File: src/design/lppd_pkg.sv
package lppd_pkg;

	localparam logic [7:0] TYPE_SHORT_A = 8'hC1;
	localparam logic [7:0] TYPE_SHORT_B = 8'hC3;
	localparam logic [7:0] TYPE_LONG_A  = 8'hC2;
	localparam logic [7:0] TYPE_LONG_B  = 8'hC4;
	localparam logic [7:0] HEAD_PLAIN_A = 8'h04;
	localparam logic [7:0] HEAD_PLAIN_B = 8'h05;

	localparam int unsigned MIN_LEN_SHORT = 3;
	localparam int unsigned MIN_LEN_LONG  = 4;

	typedef enum logic [1:0] {
		ERR_NONE   = 2'd0,
		ERR_HEADER = 2'd1,
		ERR_LENGTH = 2'd2
	} err_code_t;

	typedef struct packed {
		logic [7:0] in_byte;
		logic       restart;
	} in_item_t;

	typedef struct packed {
		logic [7:0] out_byte;
		logic       frame_first;
		logic       frame_last;
		logic [1:0] error_code;
	} out_item_t;

	typedef struct packed {
		logic      emit;
		out_item_t item;
	} res_t;

endpackage

File: src/design/lppd_stream_if.sv
interface lppd_stream_if #(
	parameter type T = logic [7:0]
);
	logic valid;
	logic ready;
	T     data;

	modport source (output valid, output data, input ready);
	modport sink (input valid, input data, output ready);
endinterface

File: src/design/lppd_frame_fsm.sv
module lppd_frame_fsm #(
	parameter int unsigned LENGTH_BITS = 16
) (
	input  logic              clk,
	input  logic              arst_n,
	input  logic              step,
	input  lppd_pkg::in_item_t item,
	input  logic [7:0]        xor_key,
	output lppd_pkg::res_t    res
);
	import lppd_pkg::*;

	typedef enum logic [5:0] {
		S_TYPE   = 6'b000001,
		S_LEN_HI = 6'b000010,
		S_LEN_LO = 6'b000100,
		S_HEAD   = 6'b001000,
		S_BODY   = 6'b010000,
		S_ERROR  = 6'b100000
	} state_t;

	state_t                 state_q, state_d, st;
	logic [LENGTH_BITS-1:0] pos_q, pos_d, pos, len_q, len_d, len_new;
	logic [7:0]             hi_q, hi_d, b;
	logic                   long_q, long_d, last;
	logic [LENGTH_BITS:0]   pos_inc;

	always_comb begin
		st      = item.restart ? S_TYPE : state_q;
		pos     = item.restart ? '0 : pos_q;
		b       = item.in_byte;
		pos_inc = {1'b0, pos} + {{LENGTH_BITS{1'b0}}, 1'b1};
		last    = pos_inc >= {1'b0, len_q};
		len_new = LENGTH_BITS'({hi_q, b});

		state_d = st;
		pos_d   = pos;
		len_d   = len_q;
		hi_d    = hi_q;
		long_d  = long_q;
		res     = '0;
		res.item.out_byte   = b;
		res.item.error_code = ERR_NONE;

		case (st)
			S_TYPE: begin
				res.emit = 1'b1;
				if (b inside {TYPE_SHORT_A, TYPE_SHORT_B, TYPE_LONG_A, TYPE_LONG_B}) begin
					res.item.frame_first = 1'b1;
					long_d  = b inside {TYPE_LONG_A, TYPE_LONG_B};
					state_d = long_d ? S_LEN_HI : S_LEN_LO;
					hi_d    = '0;
					len_d   = '0;
					pos_d   = LENGTH_BITS'(1);
				end else begin
					res.item.error_code = ERR_HEADER;
					state_d = S_ERROR;
					pos_d   = '0;
				end
			end
			S_LEN_HI: begin
				res.emit = 1'b1;
				hi_d     = b;
				pos_d    = pos_inc[LENGTH_BITS-1:0];
				state_d  = S_LEN_LO;
			end
			S_LEN_LO: begin
				res.emit = 1'b1;
				len_d    = len_new;
				if (len_new < (long_q ? LENGTH_BITS'(MIN_LEN_LONG)
				                      : LENGTH_BITS'(MIN_LEN_SHORT))) begin
					res.item.error_code = ERR_LENGTH;
					state_d = S_ERROR;
					pos_d   = '0;
				end else begin
					pos_d   = pos_inc[LENGTH_BITS-1:0];
					state_d = S_HEAD;
				end
			end
			S_HEAD, S_BODY: begin
				res.emit = 1'b1;
				if (st == S_HEAD && !(b inside {HEAD_PLAIN_A, HEAD_PLAIN_B})) begin
					res.item.out_byte = b ^ xor_key;
				end
				res.item.frame_last = last;
				pos_d   = last ? '0 : pos_inc[LENGTH_BITS-1:0];
				state_d = last ? S_TYPE : S_BODY;
			end
			S_ERROR: begin
				res.emit = 1'b0;
			end
			default: begin
				state_d = S_TYPE;
				pos_d   = '0;
			end
		endcase
	end

	always_ff @(posedge clk or negedge arst_n) begin
		if (!arst_n) begin
			state_q <= S_TYPE;
			pos_q   <= '0;
			len_q   <= '0;
			hi_q    <= '0;
			long_q  <= 1'b0;
		end else if (step) begin
			state_q <= state_d;
			pos_q   <= pos_d;
			len_q   <= len_d;
			hi_q    <= hi_d;
			long_q  <= long_d;
		end
	end

endmodule

File: src/design/length_prefixed_packet_deframer.sv
// Channel   Direction  Payload
// in_ch     sink       in_byte[7:0], restart
// out_ch    source     out_byte[7:0], frame_first, frame_last, error_code[1:0]
// cfg       write      cfg_wr_en, cfg_wr_data[7:0] (xor_key)
//
// One byte is taken in every cycle with in_ch.ready high; its result shows in
// the next cycle from the output register, and a dropped byte gives no result.
// The frame state advances in the cycle of the transfer, so a new byte may
// follow at once. Reset clears the frame state, the key and the output valid.
// While a result waits, in_ch.ready stays high only if out_ch.ready takes it.
module length_prefixed_packet_deframer #(
	parameter int unsigned LENGTH_BITS = 16
) (
	input  logic          clk,
	input  logic          arst_n,
	lppd_stream_if.sink   in_ch,
	lppd_stream_if.source out_ch,
	input  logic          cfg_wr_en,
	input  logic [7:0]    cfg_wr_data
);
	import lppd_pkg::*;

	logic       accept;
	logic [7:0] xor_key_q;
	logic       out_valid_q;
	out_item_t  out_q;
	res_t       res;

	assign in_ch.ready = !out_valid_q || out_ch.ready;
	assign accept      = in_ch.valid && in_ch.ready;

	lppd_frame_fsm #(
		.LENGTH_BITS(LENGTH_BITS)
	) u_fsm (
		.clk(clk),
		.arst_n(arst_n),
		.step(accept),
		.item(in_ch.data),
		.xor_key(xor_key_q),
		.res(res)
	);

	always_ff @(posedge clk or negedge arst_n) begin
		if (!arst_n) begin
			xor_key_q <= '0;
		end else if (cfg_wr_en) begin
			xor_key_q <= cfg_wr_data;
		end
	end

	always_ff @(posedge clk or negedge arst_n) begin
		if (!arst_n) begin
			out_valid_q <= 1'b0;
		end else begin
			out_valid_q <= accept ? res.emit : (out_valid_q && !out_ch.ready);
		end
	end

	always_ff @(posedge clk) begin
		if (accept && res.emit) begin
			out_q <= res.item;
		end
	end

	assign out_ch.valid = out_valid_q;
	assign out_ch.data  = out_q;

endmodule

File: src/flat_wrapper.sv
// flat-port wrapper written by rule: the top's interface ports become plain ports
module length_prefixed_packet_deframer_flat import lppd_pkg::*;
#(
	parameter int unsigned LENGTH_BITS = 16
)
  (clk, arst_n, cfg_wr_en, cfg_wr_data, in_ch_valid, in_ch_data, in_ch_ready, out_ch_valid, out_ch_data, out_ch_ready);
  lppd_stream_if #(.T(in_item_t)) in_ch_i ();
  lppd_stream_if #(.T(out_item_t)) out_ch_i ();
  input  logic clk;
  input  logic arst_n;
  input  logic cfg_wr_en;
  input  logic [7:0] cfg_wr_data;
  input wire logic [$bits(in_ch_i.valid)-1:0] in_ch_valid;
  input wire logic [$bits(in_ch_i.data)-1:0] in_ch_data;
  output wire logic [$bits(in_ch_i.ready)-1:0] in_ch_ready;
  output wire logic [$bits(out_ch_i.valid)-1:0] out_ch_valid;
  output wire logic [$bits(out_ch_i.data)-1:0] out_ch_data;
  input wire logic [$bits(out_ch_i.ready)-1:0] out_ch_ready;
  assign in_ch_i.valid = in_ch_valid;
  assign in_ch_i.data = in_ch_data;
  assign in_ch_ready = in_ch_i.ready;
  assign out_ch_valid = out_ch_i.valid;
  assign out_ch_data = out_ch_i.data;
  assign out_ch_i.ready = out_ch_ready;
  length_prefixed_packet_deframer #(.LENGTH_BITS(LENGTH_BITS)) u_core (.clk(clk), .arst_n(arst_n), .in_ch(in_ch_i), .out_ch(out_ch_i), .cfg_wr_en(cfg_wr_en), .cfg_wr_data(cfg_wr_data));
endmodule
File: config.mk
export PLATFORM = sky130hd
export DESIGN_NAME = length_prefixed_packet_deframer_flat
export DESIGN_NICKNAME = d
export VERILOG_FILES = /design/src/design/lppd_pkg.sv /design/src/design/lppd_stream_if.sv /design/src/design/lppd_frame_fsm.sv /design/src/design/length_prefixed_packet_deframer.sv /design/src/flat_wrapper.sv
export SDC_FILE = /design/constraint.sdc
export NUM_CORES = 1
export LEC_CHECK = 0
export BUFFER_PORTS_ARGS = -buffer_cell sky130_fd_sc_hd__buf_2
export CORE_UTILIZATION = 25
export DETAILED_ROUTE_END_ITERATION = 6
export PLACE_DENSITY = 0.49
export RECOVER_POWER = 100
export SLEW_MARGIN = 20
export SYNTH_ARGS = -nofsm -noshare
export SYNTH_HDL_FRONTEND = slang
export SYNTH_SLANG_ARGS = --single-unit
File: constraint.sdc
create_clock -name clk -period 3.2 [get_ports clk]
set_input_delay 0 -clock clk [delete_from_list [all_inputs] [get_ports clk]]
set_output_delay 0 -clock clk [all_outputs]
set_load 0.05 [all_outputs]
==> results of run 1 <==
[placed cells by master (no fill, tap or decap), types with 4 or more instances in the layout]
cell	netlist	routed
nor2b_1	7	4
dfrtp_1	55	54
clkbuf_16	0	9
nor2_1	22	19
nand2_1	30	29
a22o_1	26	26
ha_1	19	17
and4_4	0	4
o21ai_0	14	11
dlygate4sd3_1	0	14
mux2_2	8	8
nor3_1	6	7
nand2b_1	5	5
nand3_1	10	6
and4_1	8	4
a21oi_1	8	6
a32o_1	11	10
inv_1	18	18
clkbuf_1	7	20
edfxtp_1	12	12
o31ai_1	5	4
xnor2_1	14	13
xor2_1	10	9
a21oi_2	2	4
buf_2	8	20
buf_4	2	40
[kinds of logic (layout without fill, tap and decap cells)]
kind of cell	after synthesis	after routing	share of synthesized area, %
XOR/XNOR	24	24	5.458
AND/OR/NAND/NOR	114	115	16.80
multiplexers	8	8	2.339
adder cells (fa/ha/maj)	19	19	6.173
buffers and inverters	38	129	4.548
AO/OA/AOI/OAI	88	88	18.91
flip-flops	68	68	45.78
[power breakdown]
part           internal [W]  total [W]  switching, W
registers          0.000923   0.000953     0.0000292
logic              0.000121   0.000326      0.000204
clock network      0.000686    0.00107      0.000379
[sequential cells by signal (all words and copies together), names as in the netlist]
| signal | cells |
|---|---|
| u_core.out_ch.valid | 1 |
| u_core.u_fsm.long_q | 1 |
| u_core.u_fsm.len_q | 16 |
| u_core.u_fsm.pos_q | 16 |
| u_core.u_fsm.state_q | 6 |
| u_core.u_fsm.hi_q | 8 |
| u_core.xor_key_q | 8 |
| u_core.out_ch.data | 12 |
[cell type report]
cell class                      count  area (um^2)
Fill cell                        1504         9666
Multi-Input combinational cell    254         2072
Sequential cell                    68         1764
Timing Repair Buffer               95        635.6
Clock buffer                       11        232.7
Tap cell                          184        230.2
Clock inverter                      5        86.33
Inverter                           18        67.56
[path summary, 6_finish.rpt]
check	from	endpoint	slack (ns)	depth (start not counted)
setup / recovery	u_core.u_fsm.pos_q[4]	u_core.u_fsm.pos_q[8]	0.03	12
hold / removal	in_ch_data[7]	u_core.u_fsm.hi_q[6]	-0.001	2
setup reg to reg	u_core.u_fsm.pos_q[4]	u_core.u_fsm.pos_q[8]	0.03	12
hold reg to reg	u_core.u_fsm.len_q[13]	u_core.u_fsm.len_q[13]	0.50	1
max in group asynchronous	arst_n	u_core.u_fsm.pos_q[3]	0.96	3
min in group asynchronous	arst_n	u_core.out_ch.valid	0.29	2
[critical path, cell delays in order, from the launching register on]
cell       delay, ns
dfrtp_1         0.42
and4_4          0.27
nand4_1         0.18
xor2_1          0.23
nor2_2          0.16
ha_1            0.26
and4_4          0.16
and3b_1         0.17
a2111o_1        0.40
a2111oi_4       0.29
buf_4           0.19
or2_4           0.18
a32o_2          0.19
[repair_timing]
item	in CTS	in global routing
pin swaps	17	28
setup endpoints to repair	19	19
hold buffers	14	0
buffers inserted	8	5
cloned	1	0
endpoints found under the hold margin	50	0
resized for setup	25	20
[layer usage]
layer  vias up  part of all wire [%]
met4         0                   2.0
met2        71                    48
met3        16                   3.4
li1       1500                     -
met1      1572                    47
met5         -                     0
[stage by stage]
step | hold WS (ns) | std cells | setup WS [ns] | cell area [um^2] | TNS, ns
3_3_place_gp | 0.2136 | 591 | -0.1386 | 4397 | -1.502
3_5_place_dp | 0.2219 | 591 | -0.1564 | 4397 | -1.859
5_1_grt | 0.004059 | 635 | -0.08633 | 5089 | -0.9708
4_1_cts | 0.005109 | 629 | 0.01151 | 5022 | 0
2_1_floorplan | -0.2956 | 359 | 0.01861 | 3851 | 0
6_report | -0.001341 | 635 | 0.03045 | 5089 | 0
==> results.toml, run 1 <==
[clock_network]
htreeDepth = 3
clockBufferDepth = 2
cts_tree = "built"
clock-root-buffer = "clkbuf_16"
cts_made_buffers = 9
clock-sinks = 68
clk_pin_slew_ns = 0.06
clk_latency_ns = 0.34

[placement]
hpwl_um = 7358
gp_congestion = 0.7462
io_buffers = 35

[sta]
rsz0062_at_grt = "true"
max_freq_mhz = 315.5
relSlewSlack_pct = 0.6860
maxSlewViolCount = 0
hold_violations = 1
setup_viol = 0
whs_ns = -0.001341
worst_pin_slew_ns = 1.490
finClkSkew_ns = 0.006914
fin_crit_ns = 3.170
finalCritPeriodShare_pct = 99.05

[route]
first_pass_iters = 4
drtIter0Drc = 160
ant_nets = 0
via_per_inst = 4.975
wl_per_cell_um = 16.40
vias = 3159
routed_wl_um = 10420
post-route-drc-count = 0

[worst_setup_path]
cp-end-kind = "flop"
arrival_ns = 3.44
start_kind = "flop"
cp.required_ns = 3.47
critical_path_class = "reg -> reg"
crit_path_max_fanout = 6

[run]
max-cap-violations = 0

[outcome]
violations = "hold timing"
outcome = "complete, but fails checks"

[layout]
diodes = 0
final_core_util_pct = 34.49
num-nets-final = 487
area_growth_pct = 32.13
drive_above_1_share_pct = 28.16

[die]
rows = 44
core_um2 = 14750
die_area_um2 = 15910
die_x_um = 126.1
num_io_pins = 36
die_y_um = 126.1
start_util_pct = 26.10

[logic_synthesis]
syn-num-nets = 400
yosys.area.top_type = "dfrtp_1"
synth_top_cell_area_share_pct = 35.74
synthArstFlopShare_pct = 82.35
ys_ff_latch = 68
yosysSeqAreaShare_pct = 45.78
synth.most_common_cell = "dfrtp_1"
syn_inst = 359
synth_commonest_cells = "dfrtp_1 (55), nand2_1 (30), a22o_1 (26)"
synth_ff_type = "dfrtp_1"
avgSynthCellArea_um2 = 10.73
ys_types = 63
synth-edff-count = 12
syn_area_um2 = 3851
synth_area_leaders = "dfrtp_1 (36%), edfxtp_1 (9.4%), ha_1 (6.2%), a22o_1 (5.9%), xnor2_1 (3.2%)"
ys.warnings.count = 0

[global_routing]
top_usage_layer = "met2"
grtUsageMet2_pct = 22.55
antenna_found_initial = 0
overflow = 0
grt_usage_pct = 14.06
grt_start_max_net_pins = 40
use_met1_pct = 18.43
grt_pass1_wl_um = 17270
met3_usage_pct = 2.889
grt_pass1_vias = 3248

[hold_path]
hp-class = "in -> reg"

[power_and_ir_drop]
power.density_nw_per_um2 = 460.6
irDropWorstVdd_uv = 220.3
p_leak_nw = 2.106
total_power_w = 0.002344
(Power assumes the default switching activity.)
==> run 2, diff against run 1 <==
SETUP_SLACK_MARGIN = 0.5   (was not set)
==> run 2 against run 1 <==
The flow now finishes without violations. Final cell count fell by 0.79%. Power down 2.3%. Utilization about the same. Register-to-register slack hardly changed. Clock skew increased by 0.0035 ns. Combinational power is 5% higher. Highest routed layer unchanged.
==> results.toml, run 2 (synthesized netlist as in run 1, its figures left out) <==
[worst_setup_path]
cp-end-kind = "flop"
arrival_ns = 3.44
crit_path_max_fanout = 6
critical_path_class = "reg -> reg"
r2r_cells = 13
cp.required_ns = 3.47
start_kind = "flop"

[clock_network]
cts_tree = "built"
cts_made_buffers = 9
clock-sinks = 68
htreeDepth = 3
clockBufferDepth = 2
clock-root-buffer = "clkbuf_16"
clk_pin_slew_ns = 0.06
clk_latency_ns = 0.34

[sta]
finalCritPeriodShare_pct = 99.02
relSlewSlack_pct = 5.518
max_freq_mhz = 315.6
fin_crit_ns = 3.169
hold_violations = 0
rsz0062_at_grt = "true"
fin_setup_tns_ns = 0
worst_pin_slew_ns = 1.417
setup_viol = 0
whs_ns = 0.02751
finClkSkew_ns = 0.01046
maxSlewViolCount = 0

[die]
die_area_um2 = 15910
start_util_pct = 26.10
core_um2 = 14750
die_x_um = 126.1
rows = 44
num_io_pins = 36
die_y_um = 126.1

[global_routing]
grt_usage_pct = 14.01
grt_pass1_wl_um = 16990
grt_start_max_net_pins = 35
overflow = 0
grt_pass1_vias = 3171
antenna_found_initial = 0

[power_and_ir_drop]
p_leak_nw = 2.112
power.density_nw_per_um2 = 450.2
irDropWorstVdd_uv = 231.6

[route]
vias = 3121
first_pass_iters = 4
ant_nets = 0
via_per_inst = 4.954
drtIter0Drc = 149
post-route-drc-count = 0
wl_per_cell_um = 16.92
routed_wl_um = 10660

[placement]
io_buffers = 35
hpwl_um = 7387
gp_congestion = 0.8466

[layout]
final_common_cell = "dfrtp_1"
drive_above_1_share_pct = 28.92
area_growth_pct = 32.03
num-nets-final = 482
diodes = 0
final_cell_mix = "dfrtp_1 (55), buf_4 (33), nand2_1 (28), a22o_1 (26), buf_2 (20)"

[hold_path]
whs_path_depth = 2
hp-class = "in -> reg"

[outcome]
outcome = "finished clean"

[run]
max-cap-violations = 0
[run 2: cell count changes in the layout (fill, tap and decap cells not counted), sizes merged]
| cell | previous run | this run |
|---|---|---|
| dlygate4sd3 | 14 | 15 |
| clkinv | 3 | 4 |
| bufinv | 2 | 1 |
| clkinvlp | 0 | 1 |
| buf | 62 | 57 |
| clkbuf | 30 | 28 |
[run 2: routing by layer]
metal | vias to the layer above | wire (um) | global-route usage [%] | share of wire, %
met1 | 1576 | 5179 | 18.66 | 49
met3 | 6 | 317 | 4.036 | 3.0
met4 | 0 | 95 | 4.890 | 0.89
li1 | 1489 | - | - | -
met2 | 50 | 5066 | 21.61 | 48
met5 | - | 0 | 0 | 0
[run 2: timing repair]
item | 4_1_cts | 5_1_grt
setup buffers | 9 | 8
pin swaps | 29 | 28
gates resized for setup | 20 | 25
cloned | 1 | 0
hold buffers | 15 | 0
setup endpoints to repair | 19 | 35
hold endpoints to repair | 36 | 0
[run 2: critical path, stage by stage, from the launching register on]
cell and delay, ns:
dfrtp_1 0.42, nor2b_4 0.20, ha_4 0.17, and3_4 0.22, nand2_4 0.07, xnor2_4 0.17, ha_4 0.22, and4_4 0.20
and3b_1 0.16, a2111o_1 0.39, a2111oi_4 0.31, buf_4 0.19, or2_4 0.17, a32o_1 0.18
[run 2: final timing paths]
| kind | from | to | slack (ns) |
|---|---|---|---|
| worst max-delay path | u_core.u_fsm.pos_q[0] | u_core.u_fsm.pos_q[9] | 0.03 |
| worst min-delay path | in_ch_data[1] | u_core.u_fsm.hi_q[0] | 0.03 |
| worst max register to register | u_core.u_fsm.pos_q[0] | u_core.u_fsm.pos_q[9] | 0.03 |
| worst min register to register | u_core.u_fsm.len_q[4] | u_core.u_fsm.len_q[4] | 0.50 |
| max in group asynchronous | arst_n | u_core.u_fsm.hi_q[5] | 1.10 |
| min in group asynchronous | arst_n | u_core.u_fsm.pos_q[11] | 0.52 |
[run 2: where the power goes]
group          internal, W  leakage (nW)  switching [W]  total [W]
registers         0.000923         0.867      0.0000316   0.000955
logic             0.000135          1.10       0.000208   0.000342
clock network     0.000603         0.142       0.000389   0.000992
total              0.00166          2.11       0.000628    0.00229
[run 2: metrics by stage]
stage	total power, W	cell area, um^2	cells	util, %	setup slack (ns)
final	0.002289	5085	630	34.46	0.03143
after global routing	0.002388	5085	630	34.46	-0.05004
after CTS	0.002311	4965	622	33.65	0.005788
after detailed placement	0.001269	4359	581	29.55	-0.03810
after global placement	0.001266	4359	581	29.55	-0.01994
after floorplan	0.001162	3891	359	-	0.2838
[run 2: layout make-up]
cell class / instances / area (um^2)
clock buffers: 10 / 229.0
well taps: 184 / 230.2
repair buffers: 90 / 613.1
fillers: 1477 / 9669
inverters: 18 / 67.56
flip-flops and latches: 68 / 1763
clock inverters: 6 / 65.06
multi-input cells: 254 / 2117
